<file path="src/rtl/dda_line_pixel_generator_macros.svh">
// Assertion macros for the DDA line pixel generator.
// Included by RTL files that carry concurrent checks; no other dependencies.
`ifndef DDA_LINE_PIXEL_GENERATOR_MACROS_SVH
`define DDA_LINE_PIXEL_GENERATOR_MACROS_SVH

// Same-cycle implication, disabled during reset.
`define DLPG_ASSERT_IMPL(label, clk, rst, ante, cons) \
   label: assert property (@(posedge clk) disable iff (rst) (ante) |-> (cons)) \
      else $error("dlpg: same-cycle check failed");

// Next-cycle implication, disabled during reset.
`define DLPG_ASSERT_NEXT(label, clk, rst, ante, cons) \
   label: assert property (@(posedge clk) disable iff (rst) (ante) |=> (cons)) \
      else $error("dlpg: next-cycle check failed");

`endif

</file>
<file path="src/rtl/dlpg_pkg.sv">
// Shared types and constants for the DDA line pixel generator.
// No dependencies.
package dlpg_pkg;

   // field and port widths
   localparam int COORD_BITS_DEFAULT = 6;
   localparam int COORD_W            = 6;
   localparam int COLOR_W            = 8;
   localparam int ADDR_W             = 14;
   localparam int DIM_W              = 7;
   localparam int STRIDE_W           = 9;
   localparam int REQ_DATA_W         = 48;
   localparam int RSP_DATA_W         = 56;
   localparam int CSR_ADDR_W         = 3;
   localparam int CSR_DATA_W         = 32;

   // bytes per pixel and row alignment
   localparam int BYTES_PER_PIXEL    = 3;
   localparam int ROW_ALIGN          = 4;

   // register reset values
   localparam logic [DIM_W-1:0] CANVAS_WIDTH_RESET  = 7'd64;
   localparam logic [DIM_W-1:0] CANVAS_HEIGHT_RESET = 7'd64;

   // register index, taken from paddr bit 2
   localparam logic REG_CANVAS_WIDTH  = 1'b0;
   localparam logic REG_CANVAS_HEIGHT = 1'b1;

   typedef enum logic {
      ST_IDLE,
      ST_RUN
   } state_type;

   // padded row stride: width*3 rounded up to a multiple of 4
   function automatic logic [STRIDE_W-1:0] row_stride(input logic [DIM_W-1:0] width);
      logic [STRIDE_W-1:0] raw;
      raw = STRIDE_W'(width) * STRIDE_W'(BYTES_PER_PIXEL) + STRIDE_W'(ROW_ALIGN - 1);
      return raw & ~STRIDE_W'(ROW_ALIGN - 1);
   endfunction

endpackage

</file>
<file path="src/rtl/dda_line_pixel_generator.sv">
// Top level of the DDA line pixel generator: command intake, step sequencer,
// pixel output register and canvas registers. Depends on dlpg_pkg and the macros header.
//
// channel   direction  handshake          contents
// req_      in         tvalid/tready      one line command (endpoints, color)
// rsp_      out        tvalid/tready      one pixel write per item, tlast on the final one
// csr_      in         APB, pready high   canvas_width at 0x0, canvas_height at 0x4
//
// A command with d = max(|dx|,|dy|) first loads the step unit, then gives d+1
// pixel items, one per cycle without stalls, from a single shared
// accumulate/compare/step unit that advances once per delivered pixel.
// The block takes no new command until the last pixel of the current one is taken.
// A stalled pixel holds in the output register; the step unit waits with it.
// Reset is synchronous and returns the sequencer to idle, width and height to 64.
`include "dda_line_pixel_generator_macros.svh"

module dda_line_pixel_generator #(
   parameter int COORD_BITS = dlpg_pkg::COORD_BITS_DEFAULT
) (
   input  logic                             clock,
   input  logic                             reset,
   // command input
   input  logic                             req_tvalid,
   output logic                             req_tready,
   // start_x, start_y, end_x, end_y, red, green, blue
   input  logic [dlpg_pkg::REQ_DATA_W-1:0]  req_tdata,
   // pixel output
   output logic                             rsp_tvalid,
   input  logic                             rsp_tready,
   // pixel_x, pixel_y, byte_address, out_red, out_green, out_blue, zero pad
   output logic [dlpg_pkg::RSP_DATA_W-1:0]  rsp_tdata,
   // in_canvas
   output logic                             rsp_tuser,
   // last_pixel
   output logic                             rsp_tlast,
   // configuration
   input  logic                             csr_psel,
   input  logic                             csr_penable,
   input  logic                             csr_pwrite,
   input  logic [dlpg_pkg::CSR_ADDR_W-1:0]  csr_paddr,
   input  logic [dlpg_pkg::CSR_DATA_W-1:0]  csr_pwdata,
   output logic [dlpg_pkg::CSR_DATA_W-1:0]  csr_prdata,
   output logic                             csr_pready
);
   import dlpg_pkg::*;

   localparam int CB = COORD_BITS;

   // command fields, low COORD_BITS of each coordinate
   logic [CB-1:0]      x0, y0, x1, y1;
   logic [COLOR_W-1:0] red, green, blue;

   // sequencer and step unit state
   state_type          state_ff, state_in;
   logic [CB-1:0]      x_ff, x_in, y_ff, y_in;
   logic [CB:0]        ex_ff, ex_in, ey_ff, ey_in;
   logic [CB-1:0]      adx_ff, adx_in, ady_ff, ady_in;
   logic [CB-1:0]      d_ff, d_in;
   logic [CB-1:0]      cnt_ff, cnt_in;
   logic               xdown_ff, xdown_in, ydown_ff, ydown_in;
   logic [COLOR_W-1:0] red_ff, red_in, green_ff, green_in, blue_ff, blue_in;

   // canvas registers
   logic [DIM_W-1:0]    width_ff, width_in, height_ff, height_in;
   logic [STRIDE_W-1:0] stride_ff, stride_in;

   // handshake and datapath helpers
   logic                req_fire, rsp_fire, csr_write;
   logic                cmd_xdown, cmd_ydown;
   logic [CB-1:0]       cmd_adx, cmd_ady;
   logic [CB:0]         ex_sum, ey_sum;
   logic [CB+1:0]       x_times3;
   logic [STRIDE_W+CB-1:0] row_offset;
   logic [ADDR_W-1:0]   byte_address;
   logic                in_canvas;

   assign x0    = req_tdata[CB-1:0];
   assign y0    = req_tdata[COORD_W+CB-1:COORD_W];
   assign x1    = req_tdata[2*COORD_W+CB-1:2*COORD_W];
   assign y1    = req_tdata[3*COORD_W+CB-1:3*COORD_W];
   assign red   = req_tdata[4*COORD_W+COLOR_W-1:4*COORD_W];
   assign green = req_tdata[4*COORD_W+2*COLOR_W-1:4*COORD_W+COLOR_W];
   assign blue  = req_tdata[4*COORD_W+3*COLOR_W-1:4*COORD_W+2*COLOR_W];

   assign req_tready = (state_ff == ST_IDLE);
   assign rsp_tvalid = (state_ff == ST_RUN);
   assign req_fire   = req_tvalid && req_tready;
   assign rsp_fire   = rsp_tvalid && rsp_tready;

   // command setup: direction and magnitudes
   assign cmd_xdown = (x1 < x0);
   assign cmd_ydown = (y1 < y0);
   assign cmd_adx   = cmd_xdown ? (x0 - x1) : (x1 - x0);
   assign cmd_ady   = cmd_ydown ? (y0 - y1) : (y1 - y0);

   // shared step unit: accumulate, compare against d
   assign ex_sum = ex_ff + (CB+1)'(adx_ff);
   assign ey_sum = ey_ff + (CB+1)'(ady_ff);

   // sequencer: next state and step unit update
   always_comb begin
      state_in = state_ff;
      x_in     = x_ff;
      y_in     = y_ff;
      ex_in    = ex_ff;
      ey_in    = ey_ff;
      adx_in   = adx_ff;
      ady_in   = ady_ff;
      d_in     = d_ff;
      cnt_in   = cnt_ff;
      xdown_in = xdown_ff;
      ydown_in = ydown_ff;
      red_in   = red_ff;
      green_in = green_ff;
      blue_in  = blue_ff;
      unique case (state_ff)
         ST_IDLE: begin
            if (req_fire) begin
               state_in = ST_RUN;
               x_in     = x0;
               y_in     = y0;
               adx_in   = cmd_adx;
               ady_in   = cmd_ady;
               d_in     = (cmd_adx > cmd_ady) ? cmd_adx : cmd_ady;
               cnt_in   = (cmd_adx > cmd_ady) ? cmd_adx : cmd_ady;
               ex_in    = (CB+1)'(cmd_adx);
               ey_in    = (CB+1)'(cmd_ady);
               xdown_in = cmd_xdown;
               ydown_in = cmd_ydown;
               red_in   = red;
               green_in = green;
               blue_in  = blue;
            end
         end
         ST_RUN: begin
            if (rsp_fire) begin
               if (cnt_ff == '0) begin
                  state_in = ST_IDLE;
               end else begin
                  cnt_in = cnt_ff - CB'(1);
                  ex_in  = ex_sum;
                  ey_in  = ey_sum;
                  if (ex_sum > (CB+1)'(d_ff)) begin
                     ex_in = ex_sum - (CB+1)'(d_ff);
                     x_in  = xdown_ff ? (x_ff - CB'(1)) : (x_ff + CB'(1));
                  end
                  if (ey_sum > (CB+1)'(d_ff)) begin
                     ey_in = ey_sum - (CB+1)'(d_ff);
                     y_in  = ydown_ff ? (y_ff - CB'(1)) : (y_ff + CB'(1));
                  end
               end
            end
         end
         default: state_in = ST_IDLE;
      endcase
   end

   always_ff @(posedge clock) begin
      if (reset) begin
         state_ff <= ST_IDLE;
      end else begin
         state_ff <= state_in;
      end
   end

   // step unit payload, no reset needed
   always_ff @(posedge clock) begin
      x_ff     <= x_in;
      y_ff     <= y_in;
      ex_ff    <= ex_in;
      ey_ff    <= ey_in;
      adx_ff   <= adx_in;
      ady_ff   <= ady_in;
      d_ff     <= d_in;
      cnt_ff   <= cnt_in;
      xdown_ff <= xdown_in;
      ydown_ff <= ydown_in;
      red_ff   <= red_in;
      green_ff <= green_in;
      blue_ff  <= blue_in;
   end

   // configuration registers; stride kept precomputed
   assign csr_write  = csr_psel && csr_penable && csr_pwrite && csr_pready;
   assign csr_pready = 1'b1;

   always_comb begin
      width_in  = width_ff;
      height_in = height_ff;
      stride_in = stride_ff;
      if (csr_write) begin
         unique case (csr_paddr[2])
            REG_CANVAS_WIDTH: begin
               width_in  = csr_pwdata[DIM_W-1:0];
               stride_in = row_stride(csr_pwdata[DIM_W-1:0]);
            end
            REG_CANVAS_HEIGHT: height_in = csr_pwdata[DIM_W-1:0];
            default: ;
         endcase
      end
   end

   always_ff @(posedge clock) begin
      if (reset) begin
         width_ff  <= CANVAS_WIDTH_RESET;
         height_ff <= CANVAS_HEIGHT_RESET;
         stride_ff <= row_stride(CANVAS_WIDTH_RESET);
      end else begin
         width_ff  <= width_in;
         height_ff <= height_in;
         stride_ff <= stride_in;
      end
   end

   // register readback
   always_comb begin
      unique case (csr_paddr[2])
         REG_CANVAS_WIDTH:  csr_prdata = CSR_DATA_W'(width_ff);
         REG_CANVAS_HEIGHT: csr_prdata = CSR_DATA_W'(height_ff);
         default:           csr_prdata = '0;
      endcase
   end

   // pixel address and bounds from the held position
   assign x_times3     = (CB+2)'({x_ff, 1'b0}) + (CB+2)'(x_ff);
   assign row_offset   = (STRIDE_W+CB)'(stride_ff) * (STRIDE_W+CB)'(y_ff);
   assign byte_address = ADDR_W'(x_times3) + ADDR_W'(row_offset);
   assign in_canvas    = (DIM_W'(x_ff) < width_ff) && (DIM_W'(y_ff) < height_ff);

   assign rsp_tdata = {(RSP_DATA_W - 2*COORD_W - ADDR_W - 3*COLOR_W)'(0),
                       blue_ff, green_ff, red_ff, byte_address,
                       COORD_W'(y_ff), COORD_W'(x_ff)};
   assign rsp_tuser = in_canvas;
   assign rsp_tlast = (cnt_ff == '0);

   // checks
   `DLPG_ASSERT_IMPL(a_no_intake_while_busy, clock, reset, rsp_tvalid, !req_tready)
   `DLPG_ASSERT_NEXT(a_first_pixel_is_start, clock, reset, req_fire,
                     rsp_tvalid && x_ff == $past(x0) && y_ff == $past(y0))
   `DLPG_ASSERT_NEXT(a_last_ends_command, clock, reset, rsp_fire && rsp_tlast, req_tready)
   `DLPG_ASSERT_IMPL(a_err_bounded, clock, reset, rsp_tvalid,
                     ex_ff <= (CB+1)'(d_ff) && ey_ff <= (CB+1)'(d_ff))
   `DLPG_ASSERT_IMPL(a_count_bounded, clock, reset, rsp_tvalid, cnt_ff <= d_ff)

endmodule

</file>
<file path="config.mk">
export PLATFORM = sky130hd
export DESIGN_NAME = dda_line_pixel_generator
export DESIGN_NICKNAME = d
export VERILOG_FILES = /design/src/rtl/dlpg_pkg.sv /design/src/rtl/dda_line_pixel_generator.sv
export VERILOG_INCLUDE_DIRS = /design/src /design/src/rtl
export SDC_FILE = /design/constraint.sdc
export NUM_CORES = 1
export LEC_CHECK = 0
export BUFFER_PORTS_ARGS = -buffer_cell sky130_fd_sc_hd__buf_2
export CAP_MARGIN = 20
export CORE_MARGIN = 2
export CORE_UTILIZATION = 30
export CTS_CLUSTER_DIAMETER = 80
export DETAILED_ROUTE_END_ITERATION = 12
export PLACE_DENSITY_LB_ADDON = 0.25
export SLEW_MARGIN = 20
export SYNTH_ARGS = -nofsm -noshare
export SYNTH_HDL_FRONTEND = slang
export SYNTH_SLANG_ARGS = --single-unit
</file>
<file path="constraint.sdc">
create_clock -name clock -period 5.4 [get_ports clock]
set_input_delay 0 -clock clock [delete_from_list [all_inputs] [get_ports clock]]
set_output_delay 0 -clock clock [all_outputs]
set_load 0.005 [all_outputs]
</file>
==> results of run 1 <==
layer usage:
| metal | share of wire, % | vias up | global-route usage [%] |
|---|---|---|---|
| li1 | - | 3392 | - |
| met3 | 3.2 | 18 | 1.87 |
| met2 | 50 | 101 | 24.1 |
| met1 | 45 | 3112 | 17.7 |
| met5 | 0.062 | - | 0 |
| met4 | 1.8 | 2 | 4.27 |
where the power goes:
part           total (W)  leakage [nW]  internal (W)  switching [W]
Sequential       0.00113         0.908       0.00101       0.000123
Clock           0.000708         0.160      0.000399       0.000309
Combinational    0.00304          3.73       0.00142        0.00161
Yosys cell counts, types with 3 or more instances:
cell        n
nor2b_1     5
and2_1     35
clkbuf_1   12
nor2_1     26
mux2_2      5
mux2i_1    41
o21a_1      5
edfxtp_1   76
o22ai_1     3
a31oi_1     4
nand3_1     8
xor2_1     14
o21bai_1    9
nor4b_1     3
nand2_1    77
o211ai_1    6
nand3b_1    3
ha_1      112
a221oi_1    5
nor3b_1     4
fa_1       35
nor3_1     14
inv_1     132
a21o_1     24
dfxtp_1    22
o21ai_0    34
a211oi_1   10
nand2b_1   10
buf_4      33
xnor2_1    42
a21oi_1    62
cells by family after synthesis:
kind of cell	after synthesis
adder cells (fa/ha/maj)	147
buffers and inverters	180
XOR/XNOR	56
other	2
multiplexers	46
AND/OR/NAND/NOR	204
flip-flops	98
AO/OA/AOI/OAI	179
state kept, by name (all words and copies together), names as in the netlist, 7 cells and up:
register and cells:
green_ff 8, blue_ff 8, ex_ff 7, red_ff 8, height_ff 7, ey_ff 7
stride_ff 7, width_ff 7
cells in the final DEF (no fill, tap or decap), types with 3 or more instances in the layout:
| cell | n |
|---|---|
| a211oi_1 | 10 |
| a21o_1 | 24 |
| a21oi_1 | 62 |
| a221oi_1 | 5 |
| a31oi_1 | 4 |
| and2_1 | 35 |
| buf_2 | 123 |
| buf_4 | 8 |
| clkbuf_16 | 12 |
| conb_1 | 32 |
| dfxtp_1 | 21 |
| dlygate4sd3_1 | 33 |
| edfxtp_1 | 76 |
| fa_1 | 35 |
| ha_1 | 112 |
| inv_1 | 132 |
| mux2_2 | 5 |
| mux2i_1 | 41 |
| nand2_1 | 77 |
| nand2b_1 | 10 |
| nand3_1 | 8 |
| nand3b_1 | 3 |
| nor2_1 | 26 |
| nor2b_1 | 4 |
| nor3_1 | 14 |
| nor3b_1 | 4 |
| nor4b_1 | 3 |
| o211ai_1 | 6 |
| o21a_1 | 5 |
| o21ai_0 | 34 |
| o21bai_1 | 9 |
| o22ai_1 | 3 |
| xnor2_1 | 42 |
| xor2_1 | 14 |
worst register-to-register path, cell delays in order, from the launching register on:
cell and delay [ns]:
edfxtp_1 0.37, ha_1 0.24, fa_1 0.44, a21o_1 0.21, a21oi_1 0.17, xnor2_1 0.16, ha_1 0.32, and4_2 0.20
nand3_1 0.18, a31oi_4 0.20, a21oi_1 0.64
layout make-up:
class	count	area share (%)
multi-input combinational	664	51.7
sequential	98	26.2
timing repair buffer	164	9.66
inverter	132	4.76
tap	384	4.61
clock buffer	13	2.92
clock inverter	3	0.204
through the flow:
step / instances / instance area [um2] / worst slack (ns) / utilization (%)
3_5_place_dp: 1409 / 9760 / 1.07 / 33.9
6_report: 1458 / 10400 / 0.704 / 36.2
5_1_grt: 1458 / 10400 / 0.461 / 36.2
2_1_floorplan: 942 / 8900 / 1.45 / -
4_1_cts: 1458 / 10400 / 0.673 / 36.2
3_3_place_gp: 1409 / 9760 / 1.10 / 33.9
worst max path at each step:
stage,start,to,slack [ns],depth (start not counted)
floorplan,y_ff[5],rsp_tdata[25],1.45,14
global placement,req_tdata[12],cnt_ff[1],1.10,18
detailed placement,req_tdata[12],cnt_ff[1],1.07,18
CTS,y_ff[0],rsp_tdata[24],0.67,12
global route,y_ff[0],rsp_tdata[24],0.46,12
finish,y_ff[2],rsp_tdata[24],0.70,12
repair_timing:
item                      CTS  global route
hold endpoints to repair   39             0
buffers inserted            0             0
hold buffers               33             0
==> results.yml, run 1 <==
worst_setup_path:
  worst-r2r-cell-count: 10
  worstPathCellList: "and2_1 > fa_1 > ha_1 > fa_1 > fa_1 > ha_1 > ha_1 > a21boi_0 > o21ai_0 > a211oi_1 > xnor2_1 > buf_2"
  crit_path_start_kind: "flip-flop"
  cp-end-kind: "output port"
  worst_path_max_delay_cell: "edfxtp_1"
  r2r_slack_ns: 1.91
  cp_top_family: "adder cells"
  worstPathMaxFanout: 10
  path_class: "flip-flop to output port"
  worstReg2RegEnd: "y_ff[5]"
  crit_buf_inv: 1
  cp.arrival_ns: 4.70
  max_stage_delay_ns: 0.57
  rr_startpoint: "ey_ff[0]"
  crit_required_ns: 5.40
detailed_routing:
  vias: 6625
  wl_per_cell_um: 14.5
  via_per_inst: 4.54
  drt-total-wl_um: 21100
  first_pass_iters: 4
  remaining_drc_errors: 0
  ant_nets: 0
  drt_iter0_markers: 287
synthesis:
  yosys-top-cells-area: "edfxtp_1 26%, ha_1 16%, fa_1 8.0%"
  synthSimpleGateAreaFrac_pct: 11.9
  synth_flop_cell: "edfxtp_1"
  synth_top_area_share_pct: 26.0
  synth-xor-area-share_pct: 5.58
  synth-async-reset-ratio_pct: 0
  synth_top_family_by_area: "adder cells"
  synth_compound_area_share_pct: 13.1
  syn_area_um2: 8790
  yosysUniqueCellTypes: 59
  ys.warnings.count: 0
  yosys.area.top_type: "edfxtp_1"
  synth-seq-cells: 98
  synth-edff-count: 76
  synthMuxAreaShare_pct: 5.31
  synth_area_per_cell_um2: 9.64
  synth_cells: 912
  synthAdderAreaFrac_pct: 23.9
  ys_seq_area_share_pct: 31.0
final_layout:
  diodes: 0
  drive_gt1_share_pct: 15.4
  seq_area_um2: 2720
  num-fill-cells: 2910
  num-nets-final: 1306
  syn2layout_area_growth_pct: 18.4
  multi_input_area_um2: 5380
timing:
  rsz0062_at_grt: "false"
  maxSlewViolCount: 0
  fin_setup_tns_ns: 0
  clock_skew_ns: 0.0116
  finalHoldViolCount: 0
  post-route-period-util_pct: 87.0
  setup_violations: 0
  fin_crit_ns: 4.70
  maxSlewHeadroom_pct: 35.4
  hold_ws_ns: 0.0222
  tightestPinTransition_ns: 0.967
  max_freq_ghz: 0.213
grt:
  grt_overflow_total: 0
  grt_first_pass_wirelength_um: 33800
  grt_pass1_vias: 6488
  track_usage_pct: 13.9
  grt_max_degree: 46
  antenna_found_initial: 1
floorplanning:
  fp.dieH_um: 175
  ios: 183
  rows: 62
  start_util_pct: 30.5
  die_w_um: 175
  die_area_um2: 30700
  core_um2: 28800
place:
  portBuffers: 123
  dpl.hpwl_um: 16600
  gp_congestion: 0.794
cts:
  clock_latency_ns: 0.36
  clkTransAtPathRegs_ns: 0.08
  h-tree-depth: 3
  cts_root_buf: "clkbuf_16"
  cts_resized: 0
  max-clock-path-buffers: 2
  cts_buffers: 9
  cts_tree: "done"
  cts.sinks: 98
power_and_ir_drop:
  power.leakage_nw: 4.80
  ir_worst_vdd_mv: 0.224
  power_density_nw_per_um2: 468
  total_power_w: 0.00488
min_path:
  min_to: "x_ff[4]"
  min-delay-start: "req_tdata[4]"
  hold_depth: 3
  hold_path_class: "input port to flip-flop"
run:
  maxCapViolCount: 0
run_status:
  status: "finished clean"
(Power assumes the default switching activity.)
==> run 2: changes to the inputs <==
==> constraint.sdc (replaced) <==
create_clock -name clock -period 5.4 [get_ports clock]
set_input_delay 0 -clock clock [delete_from_list [all_inputs] [get_ports clock]]
set_output_delay 0 -clock clock [all_outputs]
set_load 0.02 [all_outputs]
==> results.yml, run 2 (synthesized netlist as in run 1, its figures left out) <==
final_layout:
  layout.cells.non_filler: 1458
  seq_area_um2: 2720
  drive_gt1_share_pct: 15.5
  layout_common_cells: "132 x inv_1, 123 x buf_2, 112 x ha_1, 77 x nand2_1, 76 x edfxtp_1"
  syn2layout_area_growth_pct: 18.2
  num-fill-cells: 2937
  final_common_cell: "inv_1"
  multi_input_area_um2: 5380
  num-nets-final: 1306
  diodes: 0
  largestRegisters: "blue_ff: 8 flops, green_ff: 8 flops, red_ff: 8 flops"
grt:
  grt_pass1_vias: 6467
  grt_first_pass_wirelength_um: 33500
  track_usage_pct: 13.7
  grt_overflow_total: 0
  grt_max_degree: 46
  antenna_found_initial: 1
place:
  portBuffers: 123
  gp_congestion: 0.798
  dpl.hpwl_um: 16500
  numPlacedInstances: 1409
worst_setup_path:
  path_class: "flip-flop to output port"
  worstPathMaxFanout: 10
  worst_path_max_delay_cell: "edfxtp_1"
  max_stage_delay_ns: 0.56
  crit_path_start_kind: "flip-flop"
  cp.arrival_ns: 4.73
  crit_required_ns: 5.40
  crit_top_cell: "fa_1"
  worstPathCellList: "and2_1 > fa_1 > inv_1 > fa_1 > fa_1 > inv_1 > ha_1 > xor2_1 > ha_1 > nor3_1 > o21a_1 > nor3_1 > nor4b_1 > xnor2_1 > buf_2"
  cp-end-kind: "output port"
detailed_routing:
  via_per_inst: 4.54
  remaining_drc_errors: 0
  drt-total-wl_um: 20800
  ant_nets: 0
  vias: 6622
  drt_iter0_markers: 225
  wl_per_cell_um: 14.3
  first_pass_iters: 4
cts:
  clock_latency_ns: 0.36
  post_cts_buffers: 0
  clkTransAtPathRegs_ns: 0.08
  cts.sinks: 98
  cts_resized: 0
  max-clock-path-buffers: 2
  cts_buffers: 9
  cts_root_buf: "clkbuf_16"
  cts_tree: "done"
  ctsHoldBuffers: 33
  h-tree-depth: 3
floorplanning:
  core_um2: 28800
  ios: 183
  die_w_um: 175
  fp.dieH_um: 175
  die_area_um2: 30700
  rows: 62
  start_util_pct: 30.5
timing:
  fin_crit_ns: 4.73
  rsz0062_at_grt: "false"
  max_freq_ghz: 0.211
  maxSlewViolCount: 0
  finalHoldViolCount: 0
  post-route-period-util_pct: 87.7
  tightestPinTransition_ns: 0.947
  hold_ws_ns: 0.0180
  fin_setup_tns_ns: 0
  clock_skew_ns: 0.00953
  setup_violations: 0
  maxSlewHeadroom_pct: 36.8
power_and_ir_drop:
  power_density_nw_per_um2: 486
  ir_worst_vdd_mv: 0.216
  power.leakage_nw: 4.78
min_path:
  hold_path_class: "input port to flip-flop"
run:
  maxCapViolCount: 0
run_status:
  status: "finished clean"
[run 2: report_power, final]
| part | internal (W) | switching, W | total [W] |
|---|---|---|---|
| clock network | 0.000336 | 0.000321 | 0.000658 |
| logic | 0.00143 | 0.00183 | 0.00326 |
| registers | 0.00101 | 0.000121 | 0.00113 |
[run 2: metrics by stage]
stage / area, um2 / utilization, % / total power (W) / setup slack (ns)
2_1_floorplan: 8900 / - / 0.00367 / 1.23
3_3_place_gp: 9760 / 33.9 / 0.00439 / 1.06
3_5_place_dp: 9760 / 33.9 / 0.00442 / 1.02
4_1_cts: 10400 / 36.1 / 0.00512 / 0.625
5_1_grt: 10400 / 36.1 / 0.00554 / 0.402
6_report: 10400 / 36.1 / 0.00505 / 0.665
[run 2: path summary, 6_finish.rpt]
check	startpoint	endpoint	slack [ns]	cells after the start
worst max-delay path	y_ff[2]	rsp_tdata[25]	0.67	15
worst min-delay path	req_tdata[9]	y_ff[3]	0.02	3
worst max register to register	ey_ff[0]	y_ff[4]	1.93	10
worst min register to register	width_ff[2]	width_ff[2]	0.46	2
[run 2: routing by layer]
| metal | vias to the layer above | part of all wire (%) | GRT usage (%) |
|---|---|---|---|
| li1 | 3387 | - | - |
| met1 | 3132 | 45 | 17.0 |
| met2 | 86 | 50 | 24.6 |
| met3 | 15 | 3.7 | 2.46 |
| met4 | 2 | 0.98 | 3.26 |
| met5 | - | 0.062 | 0 |
[run 2: critical path, delay by kind of cell (launching register included)]
kind | cells | cell delay [ns]
simple gates | 4 | 1.03
buf+inv | 3 | 0.27
fa+ha+maj | 5 | 2.08
flops | 1 | 0.56
compound gates | 1 | 0.10
xor+xnor | 2 | 0.31
[run 2: layout make-up]
class	count	area share [%]
multi-input cells	664	51.8
flip-flops and latches	98	26.2
repair buffers	164	9.68
inverters	132	4.77
well taps	384	4.63
clock buffers	10	2.30
clock inverters	6	0.590
==> run 3: changes to the inputs <==
==> constraint.sdc (replaced) <==
create_clock -name clock -period 4.52 [get_ports clock]
set_input_delay 0.904 -clock clock [delete_from_list [all_inputs] [get_ports clock]]
set_output_delay 0.904 -clock clock [all_outputs]
set_load 0.02 [all_outputs]
==> results.yml, run 3 (synthesized netlist as in run 1, its figures left out) <==
power_and_ir_drop:
  power.leakage_nw: 5.22
  p_sw_w: 0.00304
  pwr-share-seq_pct: 18.6
  internal_power_w: 0.00407
  p_comb_share_pct: 70.0
  power_density_nw_per_um2: 633
  ir_worst_vdd_mv: 0.333
  p_clk_share_pct: 11.4
  total_power_w: 0.00711
  swShare_pct: 42.7
worst_setup_path:
  max_stage_delay_ns: 0.50
  crit_required_ns: 3.62
  r2r_slack_ns: 1.04
  cp-end-kind: "output port"
  worstPathCellList: "and2_4 > fa_1 > ha_1 > fa_1 > buf_4 > fa_1 > ha_4 > ha_4 > nor3_4 > nor3_4 > nor4b_4 > xnor2_2 > buf_4"
  path_class: "flip-flop to output port"
  crit_top_cell: "fa_1"
  worst-r2r-cell-count: 10
  crit_buf_inv: 2
  worstPathMaxFanout: 7
  crit_path_start_kind: "flip-flop"
  worstReg2RegEnd: "x_ff[3]"
  cp.arrival_ns: 4.33
  worst_path_max_delay_cell: "dfxtp_1"
  cp_top_family: "adder cells"
  rr_startpoint: "ex_ff[0]"
timing:
  maxSlewViolCount: 0
  max_freq_ghz: 0.191
  hold_ws_ns: 0.457
  fin_crit_ns: 5.23
  tightestPinTransition_ns: 0.951
  fin_ws_ns: -0.714
  setup_violations: 9
  maxSlewHeadroom_pct: 36.5
  post-route-period-util_pct: 116
  clock_skew_ns: 0.0119
  finalHoldViolCount: 0
  rsz0062_at_grt: "true"
floorplanning:
  ios: 183
  core_um2: 28800
  start_util_pct: 30.5
  fp.dieH_um: 175
  die_area_um2: 30700
  rows: 62
  die_w_um: 175
detailed_routing:
  wl_per_cell_um: 14.3
  vias: 6821
  remaining_drc_errors: 0
  drt_iter0_markers: 235
  first_pass_iters: 4
  ant_nets: 0
  drt-total-wl_um: 21800
  via_per_inst: 4.50
cts:
  cts_tree: "done"
  cts.sinks: 98
  cts_buffers: 9
  clkTransAtPathRegs_ns: 0.08
  clock_latency_ns: 0.35
  ctsHoldBuffers: 0
  cts_root_buf: "clkbuf_16"
  max-clock-path-buffers: 2
  h-tree-depth: 3
final_layout:
  diodes: 0
  stdcell_area_um2: 11200
  drive_gt1_share_pct: 28.5
  largestRegisters: "blue_ff: 8 flops, green_ff: 8 flops, red_ff: 8 flops"
  num-fill-cells: 2916
  syn2layout_area_growth_pct: 27.8
  layout_common_cells: "128 x inv_1, 113 x buf_2, 101 x ha_1, 101 x buf_4, 76 x edfxtp_1"
  num-nets-final: 1365
  final_common_cell: "inv_1"
place:
  post_dp_cell_area_um2: 10500
  dpl.hpwl_um: 17500
  place_ws_ns: -0.468
  portBuffers: 123
  gp_congestion: 0.831
min_path:
  min-delay-start: "width_ff[5]"
  min_to: "width_ff[5]"
  hold_path_class: "flip-flop to flip-flop"
  hold_depth: 2
run:
  maxCapViolCount: 0
grt:
  grt_overflow_total: 0
  track_usage_pct: 14.1
  grt_max_degree: 45
  grt_pass1_vias: 6792
  grt_first_pass_wirelength_um: 34700
  antenna_found_initial: 0
run_status:
  status: "finished, violations left"
  violations: "negative setup slack"
==> run 3: cell count changes in the layout (fill, tap and decap cells not counted), moves of 10 or more <==
cell / before / now
and2_1: 35 / 22
ha_1: 112 / 101
dlygate4sd3_1: 33 / 0
buf_4: 8 / 101
and2_4: 0 / 13
buf_2: 123 / 113
==> run 3: per-stage QoR <==
step / TNS [ns] / cells / util, %
after detailed placement: -3.05 / 1477 / 36.5
after global placement: -2.85 / 1477 / 36.5
final: -4.72 / 1517 / 39.0
after floorplan: -1.13 / 942 / -
after global routing: -5.85 / 1517 / 39.0
after CTS: -4.39 / 1501 / 38.2
==> run 3: worst max-delay path by stage <==
stage,startpoint,end,slack (ns),cells after the start
2_1_floorplan,y_ff[5],rsp_tdata[25],-0.26,14
3_3_place_gp,y_ff[2],rsp_tdata[25],-0.41,15
3_5_place_dp,y_ff[2],rsp_tdata[25],-0.47,15
4_1_cts,y_ff[2],rsp_tdata[25],-0.72,14
5_1_grt,y_ff[4],rsp_tdata[25],-0.86,16
6_report,stride_ff[5],rsp_tdata[25],-0.71,13
==> run 3: repair_timing <==
item / 4_1_cts / 5_1_grt
pin swaps: 18 / 29
setup endpoints to repair: 9 / 15
resized for setup: 28 / 32
setup buffers: 8 / 16
endpoints found under the hold margin: 0 / 0
cloned: 0 / 0
==> run 3: layer usage <==
metal | share of wire (%) | vias up | global-route usage, % | routed length, um
met4 | 0.80 | 0 | 2.08 | 173
met1 | 47 | 3193 | 18.9 | 10200
met3 | 3.1 | 14 | 2.20 | 682
li1 | - | 3512 | - | -
met5 | 0 | - | 0 | 0
met2 | 49 | 102 | 24.5 | 10700
==> run 3: final cells by class <==
cell class                 count  area, um2  area share, %
clock buffer                  11        275           2.45
clock inverter                 5       38.8          0.345
inverter                     132        495           4.41
multi-input combinational    664       5790           51.6
sequential                    98       2720           24.3
tap                          384        480           4.28
timing repair buffer         223       1430           12.7
==> run 3: power groups by stage <==
stage                     clock (W)  sequential [W]  combinational (W)
after global placement            0         0.00134            0.00454
after floorplan                   0         0.00137            0.00333
after CTS                  0.000838         0.00133            0.00479
after detailed placement          0         0.00135            0.00457
final                      0.000813         0.00132            0.00498
after global routing       0.000873         0.00134            0.00553
==> run 3: worst reg2reg max path: stages, from the launching register on <==
cell	delay, ns
edfxtp_1	0.37
ha_1	0.23
fa_1	0.45
a21o_1	0.19
a21oi_1	0.18
xnor2_1	0.19
ha_1	0.33
and4_2	0.20
nand3_1	0.17
a31oi_4	0.20
a21oi_1	0.60
